===== config.mk =====
export PLATFORM = sky130hd
export DESIGN_NAME = sh9_sum_clamp_flat
export DESIGN_NICKNAME = d
export VERILOG_FILES = /design/src/rtl/core/sh9_pkg.sv /design/src/rtl/core/sh9_out_if.sv /design/src/rtl/core/sh9_sum_clamp.sv /design/src/flat_wrapper.sv
export SDC_FILE = /design/constraint.sdc
export NUM_CORES = 1
export LEC_CHECK = 0
export ABC_AREA = 1
export BUFFER_PORTS_ARGS = -buffer_cell sky130_fd_sc_hd__buf_4
export CAP_MARGIN = 25
export CORE_AREA = 2 2 249 251
export CTS_CLUSTER_DIAMETER = 50
export DETAILED_ROUTE_END_ITERATION = 10
export DIE_AREA = 0 0 251 253
export PLACE_DENSITY = 0.69
export SLEW_MARGIN = 0
export SYNTH_ARGS = -nofsm -noshare
export SYNTH_HDL_FRONTEND = slang
export SYNTH_SLANG_ARGS = --single-unit

===== constraint.sdc =====
create_clock -name clk -period 3.2 [get_ports clk]
set_input_delay 0.64 -clock clk [delete_from_list [all_inputs] [get_ports clk]]
set_output_delay 0.64 -clock clk [all_outputs]
set_load 0.05 [all_outputs]

===== src/rtl/core/sh9_pkg.sv =====
`timescale 1ns / 1ps

package sh9_pkg;

  localparam int SLOTS      = 9;
  localparam int CHANNELS   = 3;
  localparam int GROUP_SIZE = 3;
  localparam int GROUPS     = SLOTS / GROUP_SIZE;

  localparam int IDX_W   = 4;
  localparam int COEF_W  = 32;
  localparam int DIR_W   = 16;
  localparam int IRR_W   = 32;

  // basis terms are Q.30, 3z^2-1 reaches 2^31 so one extra bit
  localparam int BASIS_W  = 33;
  localparam int WEIGHT_W = 26;
  localparam int WPROD_W  = BASIS_W + WEIGHT_W;
  localparam int PROD_W   = 58;
  localparam int GROUP_W  = 60;
  localparam int ACC_W    = 61;

  localparam int LIN_SHIFT = 15;
  localparam int W_SHIFT   = 30;
  localparam int RES_SHIFT = 24;
  localparam int RES_W     = ACC_W - RES_SHIFT;

  typedef enum logic {
    CMD_LOAD = 1'b0,
    CMD_EVAL = 1'b1
  } cmd_t;

  typedef logic signed [COEF_W-1:0]   coef_t;
  typedef logic signed [DIR_W-1:0]    dir_t;
  typedef logic signed [BASIS_W-1:0]  basis_t;
  typedef logic signed [WEIGHT_W-1:0] weight_t;
  typedef logic signed [PROD_W-1:0]   prod_t;
  typedef logic signed [GROUP_W-1:0]  group_t;
  typedef logic signed [ACC_W-1:0]    acc_t;
  typedef logic [IRR_W-1:0]           irr_t;

  typedef struct packed {
    logic             valid;
    cmd_t             cmd;
    logic [IDX_W-1:0] index;
  } ctl_t;

  localparam basis_t BASIS_ONE = 33'sd1073741824;

  // sh normalisation times clamped-cosine band factor, Q.24
  localparam weight_t BAND_WEIGHT [SLOTS] = '{
    26'sd14868421, 26'sd17168573, 26'sd17168573, 26'sd17168573,
    26'sd14396286, 26'sd14396286, 26'sd4155850,  26'sd14396286,
    26'sd7198143
  };

endpackage


===== src/rtl/core/sh9_out_if.sv =====
`timescale 1ns / 1ps

interface sh9_out_if ();
  import sh9_pkg::*;

  logic             valid;
  logic             ready;
  logic [IRR_W-1:0] irr_red;
  logic [IRR_W-1:0] irr_green;
  logic [IRR_W-1:0] irr_blue;

  modport source (
    output valid, irr_red, irr_green, irr_blue,
    input  ready
  );

  modport sink (
    input  valid, irr_red, irr_green, irr_blue,
    output ready
  );

endinterface


===== src/rtl/core/sh9_sum_clamp.sv =====
`timescale 1ns / 1ps

module sh9_sum_clamp (
  input  logic            clk,
  input  logic            rst,
  input  logic            advance,
  input  logic            sum_valid,
  input  sh9_pkg::group_t part_sum [sh9_pkg::CHANNELS][sh9_pkg::GROUPS],
  sh9_out_if.source       result
);
  import sh9_pkg::*;

  acc_t             acc [CHANNELS];
  logic [RES_W-1:0] shifted [CHANNELS];
  irr_t             irr_next [CHANNELS];
  irr_t             irr [CHANNELS];
  logic             f_valid;

  always_comb begin
    for (int c = 0; c < CHANNELS; c++) begin
      acc[c] = ACC_W'(1) <<< (RES_SHIFT - 1);
      for (int g = 0; g < GROUPS; g++) begin
        acc[c] = acc[c] + ACC_W'(part_sum[c][g]);
      end
      shifted[c] = RES_W'(acc[c] >>> RES_SHIFT);
      // clamp below zero, saturate above the q16.16 range
      if (acc[c][ACC_W-1]) begin
        irr_next[c] = '0;
      end else if (|shifted[c][RES_W-1:IRR_W]) begin
        irr_next[c] = '1;
      end else begin
        irr_next[c] = shifted[c][IRR_W-1:0];
      end
    end
  end

  always_ff @(posedge clk) begin
    if (rst) begin
      f_valid <= 1'b0;
    end else if (advance) begin
      f_valid <= sum_valid;
    end
  end

  always_ff @(posedge clk) begin
    if (advance) begin
      irr <= irr_next;
    end
  end

  assign result.valid     = f_valid;
  assign result.irr_red   = irr[0];
  assign result.irr_green = irr[1];
  assign result.irr_blue  = irr[2];

endmodule


===== src/flat_wrapper.sv =====
// flat-port wrapper written by rule: the top's interface ports become plain ports
module sh9_sum_clamp_flat import sh9_pkg::*;
  (clk, rst, advance, sum_valid, part_sum, result_valid, result_irr_red, result_irr_green, result_irr_blue, result_ready);
  sh9_out_if result_i ();
  input  logic clk;
  input  logic rst;
  input  logic advance;
  input  logic sum_valid;
  input  sh9_pkg::group_t part_sum[sh9_pkg::CHANNELS][sh9_pkg::GROUPS];
  output wire logic [$bits(result_i.valid)-1:0] result_valid;
  output wire logic [$bits(result_i.irr_red)-1:0] result_irr_red;
  output wire logic [$bits(result_i.irr_green)-1:0] result_irr_green;
  output wire logic [$bits(result_i.irr_blue)-1:0] result_irr_blue;
  input wire logic [$bits(result_i.ready)-1:0] result_ready;
  assign result_valid = result_i.valid;
  assign result_irr_red = result_i.irr_red;
  assign result_irr_green = result_i.irr_green;
  assign result_irr_blue = result_i.irr_blue;
  assign result_i.ready = result_ready;
  sh9_sum_clamp u_core (.clk(clk), .rst(rst), .advance(advance), .sum_valid(sum_valid), .part_sum(part_sum), .result(result_i));
endmodule

==> impl_results.md <==
- Max-slew violation count: 0
- Diodes inserted: 0
- Detail Route Antenna Nets: 0
- Row cnt: 91
- Vias after detailed routing: 29800
- Hold bufs inserted after CTS: 0
- Synth top cells by count: inv_1, nand2_1, ha_1
- Failing checks: setup timing
- Synth top area cells: ha_1, inv_1, nand2_1
- Cells after Synth: 3968
- CTS tree: yes
- Tot Pwr: 0.0244 W
- Syn Std Cell Area: 25800 um^2
- Data required time of the worst path: 3350 ps
- Share of post-route cells with drive strength above 1: between 40% and 50%
- Sink Count: 97
- Finished Layout Cells: 6080
- Post-synth ARST share: 0%
- PD cells: 569 nW/um^2
- Drt initial violations: 2103
- Drt pass-1 iters: 5
- Crit end category: flop
- Hpwl dp: ~84 mm
- Final min period: 3380 ps
- Hold Path Class: primary input to flop
- GR Overflow Total: 0
- Final Hold Viols: 0
- Antenna violations before repair: 0
- I/O pin count: 642
- Placed cell area: between 30000 and 40000 um^2
- Synthesized area per cell: 6.51 um^2
- Register area share after synthesis: roughly 11%
- Setup TNS: -11100 ps
- Largest net degree at the start of global routing: 54
- CP Launch Type: primary input
- Max VDD drop: 0.000354 V
- Syn nets: between 5000 and 6000
- Max_cap viols: 0
- First-pass GRT wire length: approximately 160 mm
- RSZ-0062 raised after global routing: true
- Ys flop type: edfxtp_1
- LEAKAGE: 22.3 nW
- DR DRC count: 0
- Gr usage total: 31.1%
- Max clock buf depth: 2
- GPL Wtd Cong: 1.01
- Netlist cell types: 50
- Placed insts: 5964
- Ys Warns: 0
- Worst slew margin: 53.8%
- Skew-Pair Late Insertion Delay: 410 ps
- Final setup violation count: 96
- I/O Buffers: 640
- Worst-path clk slew: 90 ps
- EDFF count, synth: 96
- Count leader, synth: inv_1
- Critical path class: primary input to flop
- WL final: 104 mm
- Least-Margin Pin Slew: 692 ps
- CTS Buf Count: 9
- Crit path DAT: about 3500 ps
- Horiz. Die Dim: 251 um
- Final period util: 106%
- Top-area cell type share of the netlist area: 16.9%
- Syn-to-layout area delta: 65.8%
- Clock Skew: 0 ps
- Max Freq: 0.295 GHz
- Die footprint: 63500 um^2
- Status: finished with violations
- Per-cell routed wire length: around 17 um
- Vias in the first global route: 29900
- Area leader, netlist: ha_1
- Core area: about 60000 um^2
- Layout Nets: 6355
- Flops & latches, synth: 97
- Die height: 253 um
- CTS H-tree lvls: 3
- CP max FO: 7
- Routed vias/inst: 4.90
- Initial Utilization: 42.3%
- Clock Root Buffer: clkbuf_16
- Fin area: 42800 um^2
- Worst setup slack after layout: -184 ps
-- worst max-delay path: stages --
cell     delay [ps]
buf_4            80
inv_1            50
fa_1            550
inv_2            50
ha_4            210
ha_4            290
nand2_4          70
buf_4           140
nor2_4           90
inv_2            70
nor2_4          120
nand2_2          60
nor3_2          190
nand2_2          90
nand2_2          80
nand2_2          50
nand2_2          60
nand3_4          90
nor2_8          150
buf_12          120
buf_6           100
buf_12          120
a21oi_1          60
-- worst paths after layout --
| kind | from | endpoint | slack, ps | cells after the start |
|---|---|---|---|---|
| min | rst | u_core.result.valid$_SDFFE_PP0P_ | 370 | 2 |
| min reg2reg | u_core.result.valid$_SDFFE_PP0P_ | u_core.result.valid$_SDFFE_PP0P_ | 520 | 2 |
| max reg2reg | u_core.result.valid$_SDFFE_PP0P_ | u_core.result.valid$_SDFFE_PP0P_ | 2610 | 2 |
| max | part_sum[387] | u_core.result.irr_red[0]$_SDFFCE_PP0P_ | -180 | 23 |
-- power by group --
group	leakage (nW)	internal (W)	total (W)	switching, W
Clock	0.140	0.000554	0.00123	0.000674
Combinational	21.2	0.00920	0.0209	0.0117
Sequential	0.949	0.00209	0.00229	0.000198
-- registers in the layout, summed over array words and instances (netlist names) --
name and count:
u_core.result.irr_red 32, u_core.result.valid 1, u_core.result.irr_green 32, u_core.result.irr_blue 32
-- layout by cell type, fill, tap and decap left out, types with 107 or more instances in the layout --
cell type  synthesis  final
a21oi_2           96    170
fa_1             177    161
inv_1           1111   1041
nand2_1         1002    772
a21oi_1          211    107
nand2_2           37    232
nor2_1           340    231
buf_4              3   1258
nand3_1          137    121
ha_4               0    256
-- metal layers --
metal | wire length [um] | vias to the layer above | part of all wire [%] | GRT usage, %
met5 | 0 | - | 0 | 0
met4 | 4890 | 0 | 4.7 | 13.2
met3 | 6650 | 232 | 6.4 | 3.90
met2 | 51700 | 1156 | 50 | 55.7
met1 | 40500 | 13800 | 39 | 37.5
li1 | - | 14600 | - | -
-- cell families (layout without fill, tap and decap cells) --
logic type	after synthesis	after routing	synth area share [%]
flip-flops	97	97	11.2
adder cells (fa/ha/maj)	525	525	30.6
XOR/XNOR	67	67	2.27
AND/OR/NAND/NOR	1667	1667	27.5
AO/OA/AOI/OAI	449	449	10.8
multiplexers	1	1	0.0388
buffers and inverters	1162	2484	17.5
-- area by class of cell --
class / count / area [um^2]
clock buffers: 9 / 225
inverters: 1144 / 4300
clock inverters: 7 / 73.8
fillers: 4822 / 18200
well taps: 790 / 988
multi-input cells: 2709 / 23800
flip-flops and latches: 97 / 2900
repair buffers: 1324 / 10500
-- per-stage QoR --
step,util (%),hold slack (ps),setup slack (ps)
final,70.2,372,-184
after global routing,70.2,366,-312
after CTS,67.3,360,-126
after detailed placement,60.9,500,-630
after global placement,60.9,483,-607
after floorplan,-,712,-140
-- what timing repair did --
action | 4_1_cts | 5_1_grt
buffers inserted | 64 | 32
endpoints found under the setup margin | 96 | 96
pin swaps | 152 | 228
cloned | 11 | 1
hold endpoints to repair | 0 | 0
gates resized for setup | 515 | 381
No activity file was read; power rests on OpenSTA's default activity.
